<file path="src/rtl/core/tte_pkg.sv">
// tap tempo estimator package: sizes, register indexes, constants
`timescale 1ns / 1ps

package tte_pkg;

   // ring size and timestamp width
   localparam int MAX_TAPS  = 8;
   localparam int TIME_BITS = 40;

   // derived sizes
   localparam int SLOT_W  = $clog2(MAX_TAPS);
   localparam int CNT_W   = $clog2(MAX_TAPS + 1);
   localparam int IVL_W   = 24;
   localparam int SUM_W   = IVL_W + $clog2(MAX_TAPS);
   localparam int NUMER_W = 30;
   localparam int QUO_W   = NUMER_W + CNT_W;
   localparam int STEP_W  = $clog2(QUO_W + 1);
   localparam int TEMPO_W = 14;
   localparam int USED_W  = 3;

   // tenths of bpm per microsecond interval
   localparam logic [NUMER_W-1:0] TENTHS_NUMERATOR = NUMER_W'(600000000);
   localparam logic [USED_W-1:0]  USED_MAX         = '1;

   // configuration port
   localparam int CSR_INDEX_W = 3;
   localparam int CSR_DATA_W  = 24;

   localparam logic [CSR_INDEX_W-1:0] CSR_RESTART_GAP  = 3'd0;
   localparam logic [CSR_INDEX_W-1:0] CSR_MIN_INTERVAL = 3'd1;
   localparam logic [CSR_INDEX_W-1:0] CSR_MAX_INTERVAL = 3'd2;
   localparam logic [CSR_INDEX_W-1:0] CSR_BPM_FLOOR    = 3'd3;
   localparam logic [CSR_INDEX_W-1:0] CSR_BPM_CEILING  = 3'd4;

   // reset values
   localparam logic [IVL_W-1:0]   RESTART_GAP_RST  = 24'd2000000;
   localparam logic [IVL_W-1:0]   MIN_INTERVAL_RST = 24'd50000;
   localparam logic [IVL_W-1:0]   MAX_INTERVAL_RST = 24'd2000000;
   localparam logic [TEMPO_W-1:0] BPM_FLOOR_RST    = 14'd200;
   localparam logic [TEMPO_W-1:0] BPM_CEILING_RST  = 14'd9990;
   localparam logic [TEMPO_W-1:0] TEMPO_RST        = 14'd1200;

endpackage

</file>
<file path="src/rtl/core/tap_tempo_estimator_unit.sv">
// tap tempo estimator: tap ring, interval walk, tempo division and clamp
`timescale 1ns / 1ps

// Each request is one tap timestamp in microseconds; each tap gives exactly one
// response with the tempo in tenths of BPM. A tap that arrives more than
// restart_gap_us after the previous one clears the history first. The last
// MAX_TAPS taps sit in a small ring memory; intervals strictly between
// min_interval_us and max_interval_us are summed and counted, and the tempo is
// floor(600000000 * count / sum) clamped to the floor/ceiling registers.
// The block takes one tap at a time and stalls requests while busy.
// A tap passes through these steps: take the request, restart check and ring
// write, an interval walk that reads and examines each stored tap in turn (one
// ring read port), forming the numerator, the restoring divider, which yields
// one quotient bit per cycle, and posting the response. With fewer than two
// taps stored the walk, numerator and divider are skipped; when no interval
// qualifies the numerator and divider are skipped. A response that is still
// stalled holds the block in its last step. Configuration writes are always
// taken and should only happen while idle.
module tap_tempo_estimator_unit (
   input  logic                                    clock,
   input  logic                                    reset,
   // tap requests
   input  logic                                    req_valid,
   output logic                                    req_stall,
   input  logic [tte_pkg::TIME_BITS-1:0]           req_tap_time_us,
   // tempo responses
   output logic                                    rsp_valid,
   input  logic                                    rsp_stall,
   output logic [tte_pkg::TEMPO_W-1:0]             rsp_tempo_x10,
   output logic                                    rsp_tempo_updated,
   output logic [tte_pkg::USED_W-1:0]              rsp_used_intervals,
   output logic                                    rsp_was_clamped,
   output logic                                    rsp_history_restarted,
   // register writes
   input  logic                                    csr_valid,
   output logic                                    csr_ready,
   input  logic [tte_pkg::CSR_INDEX_W-1:0]         csr_index,
   input  logic [tte_pkg::CSR_DATA_W-1:0]          csr_wdata
);

   typedef enum logic [2:0] {
      S_IDLE,
      S_GAP,
      S_WALK_RD,
      S_WALK_EX,
      S_MUL,
      S_DIV,
      S_FINISH
   } state_type;

   // tap ring, registered read
   logic [tte_pkg::TIME_BITS-1:0] tap_history_mem [tte_pkg::MAX_TAPS];
   logic [tte_pkg::SLOT_W-1:0]    mem_raddr;
   logic [tte_pkg::SLOT_W-1:0]    mem_waddr;
   logic                          mem_we;
   logic [tte_pkg::TIME_BITS-1:0] rd_data_ff;

   // sequencer and datapath registers
   state_type                     state_ff, state_in;
   logic [tte_pkg::TIME_BITS-1:0] now_ff, now_in;
   logic [tte_pkg::TIME_BITS-1:0] prev_ff, prev_in;
   logic [tte_pkg::SLOT_W-1:0]    slot_ff, slot_in;
   logic [tte_pkg::CNT_W-1:0]     stored_ff, stored_in;
   logic [tte_pkg::SLOT_W-1:0]    ptr_ff, ptr_in;
   logic [tte_pkg::CNT_W-1:0]     walk_ff, walk_in;
   logic [tte_pkg::SUM_W-1:0]     sum_ff, sum_in;
   logic [tte_pkg::CNT_W-1:0]     count_ff, count_in;
   logic                          restarted_ff, restarted_in;
   logic [tte_pkg::QUO_W-1:0]     div_q_ff, div_q_in;
   logic [tte_pkg::SUM_W-1:0]     div_rem_ff, div_rem_in;
   logic [tte_pkg::STEP_W-1:0]    div_step_ff, div_step_in;
   logic [tte_pkg::TEMPO_W-1:0]   tempo_now_ff, tempo_now_in;

   // configuration registers
   logic [tte_pkg::IVL_W-1:0]     restart_gap_ff, restart_gap_in;
   logic [tte_pkg::IVL_W-1:0]     min_ivl_ff, min_ivl_in;
   logic [tte_pkg::IVL_W-1:0]     max_ivl_ff, max_ivl_in;
   logic [tte_pkg::TEMPO_W-1:0]   floor_ff, floor_in;
   logic [tte_pkg::TEMPO_W-1:0]   ceiling_ff, ceiling_in;

   // response registers
   logic                          rsp_valid_ff, rsp_valid_in;
   logic [tte_pkg::TEMPO_W-1:0]   rsp_tempo_ff, rsp_tempo_in;
   logic                          rsp_updated_ff, rsp_updated_in;
   logic [tte_pkg::USED_W-1:0]    rsp_used_ff, rsp_used_in;
   logic                          rsp_clamped_ff, rsp_clamped_in;
   logic                          rsp_restarted_ff, rsp_restarted_in;

   // combinational helpers
   logic [tte_pkg::TIME_BITS-1:0] gap;
   logic                          restart;
   logic [tte_pkg::SLOT_W-1:0]    slot_eff;
   logic [tte_pkg::SLOT_W-1:0]    slot_new;
   logic [tte_pkg::CNT_W-1:0]     stored_base;
   logic [tte_pkg::CNT_W-1:0]     stored_new;
   logic [tte_pkg::CNT_W:0]       oldest_wide;
   logic [tte_pkg::TIME_BITS-1:0] dt;
   logic                          dt_ok;
   logic                          walk_last;
   logic [tte_pkg::SUM_W:0]       rem_shift;
   logic [tte_pkg::SUM_W:0]       rem_diff;
   logic                          have_est;
   logic [tte_pkg::TEMPO_W-1:0]   tempo_new;
   logic                          clamp_hit;
   logic                          rsp_load;

   assign req_stall             = reset || (state_ff != S_IDLE);
   assign csr_ready             = 1'b1;
   assign rsp_valid             = rsp_valid_ff;
   assign rsp_tempo_x10         = rsp_tempo_ff;
   assign rsp_tempo_updated     = rsp_updated_ff;
   assign rsp_used_intervals    = rsp_used_ff;
   assign rsp_was_clamped       = rsp_clamped_ff;
   assign rsp_history_restarted = rsp_restarted_ff;

   // ring memory: one write, one registered read per cycle
   always_ff @(posedge clock) begin
      if (mem_we) begin
         tap_history_mem[mem_waddr] <= now_ff;
      end
      rd_data_ff <= tap_history_mem[mem_raddr];
   end

   // restart check and ring bookkeeping for the tap being stored
   always_comb begin
      gap     = now_ff - rd_data_ff;
      restart = (stored_ff != '0) && (gap > tte_pkg::TIME_BITS'(restart_gap_ff));

      slot_eff = restart ? '0 : slot_ff;
      slot_new = (slot_eff == tte_pkg::SLOT_W'(tte_pkg::MAX_TAPS - 1))
               ? '0 : slot_eff + 1'b1;

      stored_base = restart ? '0 : stored_ff;
      stored_new  = (stored_base == tte_pkg::CNT_W'(tte_pkg::MAX_TAPS))
                  ? stored_base : stored_base + 1'b1;

      // oldest stored slot, wrapping around the ring
      if ((tte_pkg::CNT_W + 1)'(slot_new) >= (tte_pkg::CNT_W + 1)'(stored_new)) begin
         oldest_wide = (tte_pkg::CNT_W + 1)'(slot_new) - (tte_pkg::CNT_W + 1)'(stored_new);
      end else begin
         oldest_wide = (tte_pkg::CNT_W + 1)'(slot_new)
                     + (tte_pkg::CNT_W + 1)'(tte_pkg::MAX_TAPS)
                     - (tte_pkg::CNT_W + 1)'(stored_new);
      end
   end

   // interval walk and divider step
   always_comb begin
      dt        = rd_data_ff - prev_ff;
      dt_ok     = (walk_ff != '0)
               && (dt > tte_pkg::TIME_BITS'(min_ivl_ff))
               && (dt < tte_pkg::TIME_BITS'(max_ivl_ff));
      walk_last = ((walk_ff + 1'b1) == stored_ff);

      rem_shift = {div_rem_ff, div_q_ff[tte_pkg::QUO_W-1]};
      rem_diff  = rem_shift - {1'b0, sum_ff};
   end

   // tempo from the quotient, floor checked first
   always_comb begin
      have_est  = (count_ff != '0);
      clamp_hit = 1'b0;
      if (div_q_ff < tte_pkg::QUO_W'(floor_ff)) begin
         tempo_new = floor_ff;
         clamp_hit = 1'b1;
      end else if (div_q_ff > tte_pkg::QUO_W'(ceiling_ff)) begin
         tempo_new = ceiling_ff;
         clamp_hit = 1'b1;
      end else begin
         tempo_new = div_q_ff[tte_pkg::TEMPO_W-1:0];
      end
   end

   // next-state logic
   always_comb begin
      state_in         = state_ff;
      now_in           = now_ff;
      prev_in          = prev_ff;
      slot_in          = slot_ff;
      stored_in        = stored_ff;
      ptr_in           = ptr_ff;
      walk_in          = walk_ff;
      sum_in           = sum_ff;
      count_in         = count_ff;
      restarted_in     = restarted_ff;
      div_q_in         = div_q_ff;
      div_rem_in       = div_rem_ff;
      div_step_in      = div_step_ff;
      tempo_now_in     = tempo_now_ff;
      rsp_tempo_in     = rsp_tempo_ff;
      rsp_updated_in   = rsp_updated_ff;
      rsp_used_in      = rsp_used_ff;
      rsp_clamped_in   = rsp_clamped_ff;
      rsp_restarted_in = rsp_restarted_ff;
      rsp_load         = 1'b0;
      mem_we           = 1'b0;
      mem_waddr        = slot_eff;
      mem_raddr        = ptr_ff;

      restart_gap_in = restart_gap_ff;
      min_ivl_in     = min_ivl_ff;
      max_ivl_in     = max_ivl_ff;
      floor_in       = floor_ff;
      ceiling_in     = ceiling_ff;

      // register writes
      if (csr_valid) begin
         unique case (csr_index)
            tte_pkg::CSR_RESTART_GAP:  restart_gap_in = csr_wdata[tte_pkg::IVL_W-1:0];
            tte_pkg::CSR_MIN_INTERVAL: min_ivl_in     = csr_wdata[tte_pkg::IVL_W-1:0];
            tte_pkg::CSR_MAX_INTERVAL: max_ivl_in     = csr_wdata[tte_pkg::IVL_W-1:0];
            tte_pkg::CSR_BPM_FLOOR:    floor_in       = csr_wdata[tte_pkg::TEMPO_W-1:0];
            tte_pkg::CSR_BPM_CEILING:  ceiling_in     = csr_wdata[tte_pkg::TEMPO_W-1:0];
            default: ;
         endcase
      end

      unique case (state_ff)
         S_IDLE: begin
            // read the newest stored tap for the restart check
            mem_raddr = (slot_ff == '0) ? tte_pkg::SLOT_W'(tte_pkg::MAX_TAPS - 1)
                                        : slot_ff - 1'b1;
            if (req_valid) begin
               now_in   = req_tap_time_us;
               state_in = S_GAP;
            end
         end
         S_GAP: begin
            mem_we       = 1'b1;
            restarted_in = restart;
            slot_in      = slot_new;
            stored_in    = stored_new;
            ptr_in       = oldest_wide[tte_pkg::SLOT_W-1:0];
            walk_in      = '0;
            sum_in       = '0;
            count_in     = '0;
            state_in     = (stored_new >= tte_pkg::CNT_W'(2)) ? S_WALK_RD : S_FINISH;
         end
         S_WALK_RD: begin
            state_in = S_WALK_EX;
         end
         S_WALK_EX: begin
            prev_in = rd_data_ff;
            walk_in = walk_ff + 1'b1;
            ptr_in  = (ptr_ff == tte_pkg::SLOT_W'(tte_pkg::MAX_TAPS - 1))
                    ? '0 : ptr_ff + 1'b1;
            if (dt_ok) begin
               sum_in   = sum_ff + tte_pkg::SUM_W'(dt[tte_pkg::IVL_W-1:0]);
               count_in = count_ff + 1'b1;
            end
            if (walk_last) begin
               state_in = (count_in != '0) ? S_MUL : S_FINISH;
            end else begin
               state_in = S_WALK_RD;
            end
         end
         S_MUL: begin
            div_q_in    = tte_pkg::QUO_W'(tte_pkg::TENTHS_NUMERATOR)
                        * tte_pkg::QUO_W'(count_ff);
            div_rem_in  = '0;
            div_step_in = '0;
            state_in    = S_DIV;
         end
         S_DIV: begin
            // restoring division, one quotient bit per cycle
            if (!rem_diff[tte_pkg::SUM_W]) begin
               div_rem_in = rem_diff[tte_pkg::SUM_W-1:0];
               div_q_in   = {div_q_ff[tte_pkg::QUO_W-2:0], 1'b1};
            end else begin
               div_rem_in = rem_shift[tte_pkg::SUM_W-1:0];
               div_q_in   = {div_q_ff[tte_pkg::QUO_W-2:0], 1'b0};
            end
            div_step_in = div_step_ff + 1'b1;
            if (div_step_ff == tte_pkg::STEP_W'(tte_pkg::QUO_W - 1)) begin
               state_in = S_FINISH;
            end
         end
         S_FINISH: begin
            if (!rsp_valid_ff || !rsp_stall) begin
               rsp_load         = 1'b1;
               rsp_tempo_in     = have_est ? tempo_new : tempo_now_ff;
               rsp_updated_in   = have_est;
               rsp_clamped_in   = have_est && clamp_hit;
               rsp_restarted_in = restarted_ff;
               rsp_used_in      = (32'(count_ff) > 32'(tte_pkg::USED_MAX))
                                ? tte_pkg::USED_MAX : tte_pkg::USED_W'(count_ff);
               if (have_est) begin
                  tempo_now_in = tempo_new;
               end
               state_in = S_IDLE;
            end
         end
         default: state_in = S_IDLE;
      endcase

      rsp_valid_in = rsp_load || (rsp_valid_ff && rsp_stall);
   end

   // state and registered outputs
   always_ff @(posedge clock) begin
      if (reset) begin
         state_ff       <= S_IDLE;
         slot_ff        <= '0;
         stored_ff      <= '0;
         tempo_now_ff   <= tte_pkg::TEMPO_RST;
         rsp_valid_ff   <= 1'b0;
         restart_gap_ff <= tte_pkg::RESTART_GAP_RST;
         min_ivl_ff     <= tte_pkg::MIN_INTERVAL_RST;
         max_ivl_ff     <= tte_pkg::MAX_INTERVAL_RST;
         floor_ff       <= tte_pkg::BPM_FLOOR_RST;
         ceiling_ff     <= tte_pkg::BPM_CEILING_RST;
      end else begin
         state_ff       <= state_in;
         slot_ff        <= slot_in;
         stored_ff      <= stored_in;
         tempo_now_ff   <= tempo_now_in;
         rsp_valid_ff   <= rsp_valid_in;
         restart_gap_ff <= restart_gap_in;
         min_ivl_ff     <= min_ivl_in;
         max_ivl_ff     <= max_ivl_in;
         floor_ff       <= floor_in;
         ceiling_ff     <= ceiling_in;
      end
      now_ff           <= now_in;
      prev_ff          <= prev_in;
      ptr_ff           <= ptr_in;
      walk_ff          <= walk_in;
      sum_ff           <= sum_in;
      count_ff         <= count_in;
      restarted_ff     <= restarted_in;
      div_q_ff         <= div_q_in;
      div_rem_ff       <= div_rem_in;
      div_step_ff      <= div_step_in;
      rsp_tempo_ff     <= rsp_tempo_in;
      rsp_updated_ff   <= rsp_updated_in;
      rsp_used_ff      <= rsp_used_in;
      rsp_clamped_ff   <= rsp_clamped_in;
      rsp_restarted_ff <= rsp_restarted_in;
   end

endmodule

</file>
<file path="config.mk">
export PLATFORM = sky130hd
export DESIGN_NAME = tap_tempo_estimator_unit
export DESIGN_NICKNAME = d
export VERILOG_FILES = /design/src/rtl/core/tte_pkg.sv /design/src/rtl/core/tap_tempo_estimator_unit.sv
export SDC_FILE = /design/constraint.sdc
export NUM_CORES = 1
export LEC_CHECK = 0
export ABC_CLOCK_PERIOD_IN_PS = 12400
export BUFFER_PORTS_ARGS = -buffer_cell sky130_fd_sc_hd__buf_2
export CAP_MARGIN = 20
export CORE_MARGIN = 2
export CORE_UTILIZATION = 43
export CTS_CLUSTER_SIZE = 30
export DETAILED_ROUTE_END_ITERATION = 16
export SYNTH_ARGS = -nofsm -noshare
export SYNTH_HDL_FRONTEND = slang
export SYNTH_SLANG_ARGS = --single-unit
</file>
<file path="constraint.sdc">
create_clock -name clock -period 12.4 [get_ports clock]
set_clock_uncertainty 0.15 [all_clocks]
set_input_delay 1.24 -clock clock [delete_from_list [all_inputs] [get_ports clock]]
set_output_delay 1.24 -clock clock [all_outputs]
set_load 0.05 [all_outputs]
</file>
==> results by group, run 1 <==
Pwr
  – Worst IR Drop VDD: 0.0001268 V
  – Switching power: around 3.4 mW
  – Clock group share of total power: 0.265
  – Switch share: 0.3766
  – Internal power: about 5.6 mW
  – Power Dens Cells: about 220 nW/µm²
  – Total Power: between 9 and 10 mW
  – Flop pwr share: 0.318
  – Combinational cell fraction of total power: 0.417
  – Pleak: 15.87 nW

Die
  – Io pins: 95
  – Die area: 89190 µm²
  – Starting Density: 0.4324
  – Die Y: 298.7 µm
  – DIE WIDTH: between 200 and 300 µm
  – # rows: 108
  – Core area: 86350 µm²

Timing
  – Final slew viol count: 0
  – Maximum clock rate: 132.9 MHz
  – Tmin final: 7.525 ns
  – Final Hold Fails: 0
  – RSZ-0062 raised after global routing: false
  – Setup-failing EPs final: 0
  – Period utilization: 0.6068
  – Post-Route Setup TNS: 0 ns
  – Slew headroom: 0.2954
  – Measured slew at the worst slew-check pin: 1.057 ns
  – Final hold slack: slightly above 0.3 ns

Route
  – Met2 wire length: 42950 µm
  – Met3 WL post-DR: 4140 µm
  – Pre-Repair DR Iteration Count: 5
  – DR iter-0 viols: 2034
  – WL final: 94460 µm
  – DR top layer: met4
  – DRT met1 WL: 44420 µm
  – Vias: 25810
  – Vias per cell: between 5 and 6
  – Routed wire per std cell: 20.32 µm
  – DRT antenna net count: 0
  – Number of remaining DRC errors: 0

Worst setup path
  – Worst path arrival time: 7.74 ns
  – Critical path peak fanout: 12
  – Critical path's most frequent cell: ha_1
  – Crit. End Element: flop
  – Slowest CP cell: edfxtp_1
  – Worst EP required: 12.61 ns
  – Setup CP Type: flop to flop
  – Crit path largest cell delay: 0.50 ns
  – Worst setup SP type: flop

Global route
  – GRT Total Usage: 0.2103
  – Global-route wire length before repair: 146700 µm
  – Largest net degree at the start of global routing: 69
  – Congestion Overflow GR: 0
  – Vias in the first global route: 25110
  – Initial antenna violation count: 1

Synthesis
  – Syn nets: 3688
  – Synth Area in Adders: 0.09377
  – Cell variety after synth: 108
  – Mux share of post-synthesis cell area: 0.07856
  – Yosys top cell by area: edfxtp_1
  – Synth Instances: between 3000 and 4000
  – Post-Synth XOR/XNOR Area: 0.02956
  – Post-synth top area share: 0.4231
  – Synth Cell Area: 37330 µm²
  – Largest family of logic cells by synthesized area: compound AO/OA/AOI/OAI gates
  – Synth Area in Simple Gates: 0.1200
  – Warnings from Yosys: 0
  – Seq/Total Area, Yosys: 0.5116
  – Compound-Gate Fraction of Synth Area: 0.1252
  – Mean cell area of the mapped netlist: 11.17 µm²
  – Synth Flop Type: edfxtp_1
  – Number of synthesized flops with an enable pin: 526
  – Number of synthesized register bits: roughly 690
  – Async SR Flop Fraction: 0
  – Largest cells by area after synthesis: edfxtp_1 42%, ha_1 8.9%, dfxtp_1 8.8%

Layout
  – Antenna diodes: 0
  – Area of the multi-input gates: 16820 µm²
  – Register area: 19100 µm²
  – Layout Cells excl Fill: around 4600
  – Nets: 3773
  – Final Cell Area: 41860 µm²
  – Most frequent cells in the layout: 526 x edfxtp_1, 379 x nand2_1, 274 x inv_1
  – Layout cell share with drive strength beyond 1: 0.1300
  – Commonest non-fill, non-tap cell in the layout: edfxtp_1
  – Fill cells: 7801
  – Synth-to-Final Area Change: 12.13%

Clocking
  – CTS resizes: 0
  – Clk buf depth: 3
  – TritonCTS Sinks: around 690
  – Clock Pin Slew Worst Setup and Hold Paths: 0.06 ns
  – CTS Buf Count: 79
  – Root Driver: clkbuf_16
  – H-tree lvl count: 3
  – Worst skew pair latency: 0.65 ns
  – # hold bufs at CTS: 0
  – Post-CTS setup buffer count: 0
  – CTS tree: yes

Run
  – Max cap viols: 0

Placement
  – Gp weighted congestion: about 0.95
  – DP Area: between 30000 and 40000 µm²
  – Hpwl dp: 66040 µm
  – I/O Buffers: 93
  – Placed cell count: 4496

Outcome
  – Status: completed

Worst hold path
  – Worst hold-check path type: flop to flop
## through the flow
stage	utilization	setup WS, ns
after floorplan	-	3.331
after global placement	0.4526	5.071
after detailed placement	0.4529	4.954
after CTS	0.4841	4.923
after global routing	0.4848	4.138
final	0.4848	4.875
## cells in the mapped netlist, types with 8 or more instances
master     number
mux4_2         80
o21a_1         32
o21ai_0       115
or4_1           8
a21o_1         61
nor2b_1        21
a31oi_1        15
edfxtp_1      526
dfxtp_1       165
o21bai_1       22
clkbuf_1      105
inv_1         275
nand2_1       380
or3_1          12
a2111oi_0       8
ha_1          267
nor4_1         18
xnor2_1        95
or2_2          11
nand2b_1       30
mux2i_1        50
fa_1            8
a221oi_1        8
nor3_1         56
and4_1          9
and3_1         28
a211oi_1       25
o31ai_1        13
xor2_1         31
nand3_1        53
o211ai_1       19
a31o_2          8
nand4_1        36
o2111ai_1      15
o21ai_1        13
nand3b_1       23
buf_2           9
mux2_2         56
and2_1         15
a211o_1        19
nor2_1        201
a21oi_1       264
## layer usage
metal	track usage	up-vias
met1	0.2999	12550
met2	0.3349	611
met4	0.06796	0
met3	0.02508	149
met5	0	-
li1	-	12490
## power by group through the flow
| stage | clock [mW] | sequential, mW | combinational (mW) |
|---|---|---|---|
| 4_1_cts | 2.44 | 2.87 | 3.74 |
| 6_report | 2.39 | 2.87 | 3.76 |
| 3_5_place_dp | 0 | 2.92 | 3.71 |
| 2_1_floorplan | 0 | 2.84 | 2.80 |
| 3_3_place_gp | 0 | 2.91 | 3.71 |
| 5_1_grt | 2.53 | 2.89 | 4.18 |
## state kept, by name, summed over array words and instances, names as in the netlist, 3 cells and up
| signal | cells |
|---|---|
| tap_history_mem | 320 |
| now_ff | 40 |
| prev_ff | 40 |
| rd_data_ff | 40 |
| div_q_ff | 34 |
| div_rem_ff | 27 |
| sum_ff | 27 |
| max_ivl_ff | 24 |
| min_ivl_ff | 24 |
| restart_gap_ff | 24 |
| ceiling_ff | 14 |
| floor_ff | 14 |
| rsp_tempo_x10 | 14 |
| tempo_now_ff | 14 |
| div_step_ff | 6 |
| count_ff | 4 |
| stored_ff | 4 |
| walk_ff | 4 |
| ptr_ff | 3 |
| rsp_used_intervals | 3 |
| slot_ff | 3 |
| state_ff | 3 |
## worst max-delay path, delay by kind of cell, from the launching register on
kind	cells	cell delay [ns]
buf+inv	4	0.46
xor+xnor	4	0.67
compound gates	11	2.12
simple gates	12	1.68
flops	1	0.50
fa+ha+maj	6	1.68
## final timing paths
| path | cells past startpoint | from | to | slack (ns) |
|---|---|---|---|---|
| worst max-delay path | 37 | now_ff[0]$_DFFE_PP_ | ptr_ff[2]$_DFFE_PP_ | 4.88 |
| worst min-delay path | 2 | tempo_now_ff[2]$_SDFFE_PP0P_ | tempo_now_ff[2]$_SDFFE_PP0P_ | 0.30 |
| worst max register to register | 37 | now_ff[0]$_DFFE_PP_ | ptr_ff[2]$_DFFE_PP_ | 4.88 |
| worst min register to register | 2 | tempo_now_ff[2]$_SDFFE_PP0P_ | tempo_now_ff[2]$_SDFFE_PP0P_ | 0.30 |
## cells by family after synthesis
logic type | Yosys count
XOR/XNOR | 126
AO/OA/AOI/OAI | 723
buffers and inverters | 399
flip-flops | 691
other | 1
multiplexers | 186
adder cells (fa/ha/maj) | 275
AND/OR/NAND/NOR | 940
## cell type report
class	instances	share of cell area
Multi-Input combinational cell	2251	0.4018
Inverter	276	0.02475
Timing Repair Buffer	127	0.01829
Tap cell	1155	0.03452
Clock buffer	110	0.05195
Clock inverter	38	0.01246
Sequential cell	691	0.4562
Note: power is estimated with default switching activity, not from simulation.
==> run 2, diff against run 1 <==
- ABC_AREA: default -> 1
- ABC_CLOCK_PERIOD_IN_PS: 12400 -> 6200
- clock period: 12.4 -> 6.2 ns (I/O delays scaled with it)
==> results by group, run 2 <==
Worst setup path
  – Slowest CP cell: edfxtp_1
  – Reg-to-Reg End: ptr_ff[2]$_DFFE_PP_
  – R2R Path Start: now_ff[0]$_DFFE_PP_
  – Worst setup SP type: flop
  – Critical path's most frequent cell: nand2_1
  – Critical path peak fanout: 8 (-4)
  – Worst path arrival time: 5.99 ns (-1.75 ns)
  – R2R setup slack: 0.44 ns (-4.43 ns)
  – Worst EP required: 6.44 ns (-6.17 ns)
  – Setup CP Type: flop to flop
  – R2R cell count: 42 (+14%)
  – Crit path largest cell delay: 0.49 ns (about the same)
  – Crit. End Element: flop

Timing
  – Final slew viol count: 0 (unchanged)
  – Slew headroom: 0.2850 (-0.01039)
  – Tmin final: 5.757 ns (-1.768 ns)
  – Period utilization: 0.9285 (+0.3217)
  – Maximum clock rate: 173.7 MHz (+31%)
  – Final hold slack: 0.03014 ns (-0.2715 ns)
  – Final Hold Fails: 0 (unchanged)
  – RSZ-0062 raised after global routing: false
  – Measured slew at the worst slew-check pin: 1.071 ns (+0.01440 ns)
  – Post-Route Setup TNS: 0 ns (unchanged)
  – Setup-failing EPs final: 0 (unchanged)

Die
  – # rows: 109 (+0.93%)
  – Core area: 88370 µm² (+2.3%)
  – DIE WIDTH: 302.8 µm (+1.4%)
  – Io pins: 95 (unchanged)
  – Starting Density: 0.4343 (+0.001962)
  – Die Y: 302.8 µm (+1.4%)
  – Die area: 91670 µm² (+2.8%)

Synthesis
  – Largest cells by area after synthesis: edfxtp_1 41%, ha_1 8.7%, dfxtp_1 8.6%
  – Post-synth top area share: 0.4115 (-0.01157)
  – Mean cell area of the mapped netlist: 9.023 µm² (-19%)
  – Number of synthesized flops with an enable pin: 526 (unchanged)
  – Count leader, synth: nand2_1
  – Syn nets: 4601 (+25%)
  – Synth Flop Type: edfxtp_1
  – Number of synthesized register bits: 691 (unchanged)
  – Seq/Total Area, Yosys: 0.4976 (-0.01399)
  – Warnings from Yosys: 0 (unchanged)
  – Async SR Flop Fraction: 0 (unchanged)
  – Synth Instances: 4254 (+27%)
  – Synth Cell Area: 38380 µm² (+2.8%)
  – Post-synth top cells: 754 x nand2_1, 682 x inv_1, 526 x edfxtp_1, 403 x a21oi_1, 296 x nor2_1
  – Yosys top cell by area: edfxtp_1
  – Cell variety after synth: 62 (-43%)

Placement
  – Hpwl dp: 75780 µm (+15%)
  – Placed cell count: 5455 (+21%)
  – Gp weighted congestion: 0.9736 (+2.5%)
  – I/O Buffers: 93 (unchanged)

Pwr
  – Switch share: 0.4523 (+0.07571)
  – Internal power: 13.85 mW (+150%)
  – Switching power: 11.44 mW (+240%)
  – Combinational cell fraction of total power: 0.533 (+0.116)
  – Clock group share of total power: 0.196 (-0.069)
  – Pleak: 18.43 nW (+16%)
  – Flop pwr share: 0.271 (-0.047)
  – Power Dens Cells: 577.4 nW/µm² (+170%)
  – Worst IR Drop VDD: 0.0004564 V (+260%)

Global route
  – Global route hottest layer: met2
  – Initial antenna violation count: 2 (+1)
  – M1 GR Usage: 0.3068 (+0.006937)
  – Vias in the first global route: 27850 (+11%)
  – Met3 Use GR: 0.03179 (+0.006712)
  – Congestion Overflow GR: 0 (unchanged)
  – Met2 Use GR: 0.3559 (+0.02096)
  – Largest net degree at the start of global routing: 127 (+84%)
  – GRT Total Usage: 0.2197 (+0.009445)
  – Global-route wire length before repair: 156300 µm (+6.6%)

Layout
  – Nets: 4758 (+26%)
  – Largest reg by FF count: tap_history_mem
  – Synth-to-Final Area Change: 14.13%
  – Layout Cells excl Fill: 5642 (+21%)
  – Max FFs per register: 320 (unchanged)
  – Most frequent cells in the layout: 753 x nand2_1, 681 x inv_1, 526 x edfxtp_1
  – Layout cell share with drive strength beyond 1: 0.1043 (-0.02564)
  – Commonest non-fill, non-tap cell in the layout: nand2_1

Worst hold path
  – Hold endpoint: now_ff[0]$_DFFE_PP_
  – Worst hold-check path type: input port to flop
  – Hold Path Depth: 1 (-1)
  – Min-delay src: req_tap_time_us[0]

Route
  – Routed wire per std cell: 18.07 µm (-11%)
  – Pre-Repair DR Iteration Count: 6 (+1)
  – WL final: 101900 µm (+7.9%)
  – Number of remaining DRC errors: 0 (unchanged)
  – Vias per cell: 5.225 (-5.9%)
  – DRT antenna net count: 0 (unchanged)
  – Vias: 29480 (+14%)
  – DR iter-0 viols: 1996 (-1.9%)

Clocking
  – Root Driver: clkbuf_16
  – Worst skew pair latency: 0.65 ns (about the same)
  – Clock Pin Slew Worst Setup and Hold Paths: 0.06 ns (about the same)
  – CTS Buf Count: 78 (-1.3%)
  – CTS tree: yes
  – Clk buf depth: 3 (unchanged)
  – H-tree lvl count: 3 (unchanged)
  – TritonCTS Sinks: 691 (unchanged)

Outcome
  – Status: completed

Run
  – Max cap viols: 0 (unchanged)
[run 2: cell count changes after synthesis, moves of 73 or more]
cell | before | now
nand2_1 | 380 | 754
inv_1 | 275 | 682
mux4_2 | 80 | 0
o211ai_1 | 19 | 103
xnor2_1 | 95 | 22
nor2_1 | 201 | 296
o21ai_0 | 115 | 259
a21oi_1 | 264 | 403
[run 2: metal layers]
metal | wire (µm) | part of all wire
met2 | 46230 | 0.45
met1 | 47910 | 0.47
met4 | 2611 | 0.026
met3 | 5190 | 0.051
met5 | 0 | 0
[run 2: kinds of logic after synthesis]
logic type | after synthesis | synth area share
AO/OA/AOI/OAI | 1006 | 0.1505
XOR/XNOR | 86 | 0.01962
adder cells (fa/ha/maj) | 275 | 0.09121
buffers and inverters | 819 | 0.08162
flip-flops | 691 | 0.4976
multiplexers | 40 | 0.01174
other | 1 | 0.00009770
AND/OR/NAND/NOR | 1336 | 0.1476
[run 2: what timing repair did]
item | CTS | global route
endpoints found under the setup margin | 0 | 2
setup buffers | 0 | 5
hold buffers | 35 | 0
endpoints found under the hold margin | 35 | 0
resized for setup | 0 | 9
[run 2: how the worst max path moves through the flow]
stage,from,end,slack [ns]
finish,now_ff[0]$_DFFE_PP_,ptr_ff[2]$_DFFE_PP_,0.44
CTS,now_ff[0]$_DFFE_PP_,ptr_ff[2]$_DFFE_PP_,0.26
detailed placement,now_ff[0]$_DFFE_PP_,ptr_ff[2]$_DFFE_PP_,0.28
global placement,now_ff[0]$_DFFE_PP_,ptr_ff[2]$_DFFE_PP_,0.34
global route,now_ff[0]$_DFFE_PP_,ptr_ff[2]$_DFFE_PP_,0.006
floorplan,now_ff[0]$_DFFE_PP_,tap_history_mem[3][0]$_DFFE_PP_,0.40
[run 2: final cells by class]
cell class                      instances  area, µm²
Antenna cell                            1      2.502
Clock buffer                          110       2297
Clock inverter                         35      505.5
Fill cell                            8330      44570
Inverter                              700       2630
Multi-Input combinational cell       2744      16310
Sequential cell                       691      19100
Tap cell                             1165       1458
Timing Repair Buffer                  196       1501
[run 2: power groups by stage]
stage / Combinational, mW / Clock (mW) / Sequential (mW)
after CTS: 13.4 / 5.06 / 6.86
final: 13.5 / 4.96 / 6.86
after detailed placement: 13.3 / 0 / 6.95
after global routing: 15.1 / 5.24 / 6.95
after floorplan: 9.75 / 0 / 6.70
after global placement: 13.2 / 0 / 6.92
[run 2: through the flow]
step | worst slack, ns | power, mW | cell area, µm² | util
2_1_floorplan | 0.3967 | 16.44 | 38380 | -
3_3_place_gp | 0.3376 | 20.12 | 40570 | 0.4590
3_5_place_dp | 0.2781 | 20.27 | 40570 | 0.4590
4_1_cts | 0.2555 | 25.32 | 43720 | 0.4947
5_1_grt | 0.006426 | 27.31 | 43800 | 0.4957
6_report | 0.4433 | 25.29 | 43810 | 0.4957
[run 2: worst max-delay path, delay by kind of cell, from the launching register on]
kind,cells,cell delay (ns)
AOI/OAI and AO/OA,1,0.08
xor gates and xnor gates,1,0.15
adders and majority gates,6,1.66
buffers and inverters,6,0.42
DFF,1,0.49
and+or+nand+nor,28,2.57
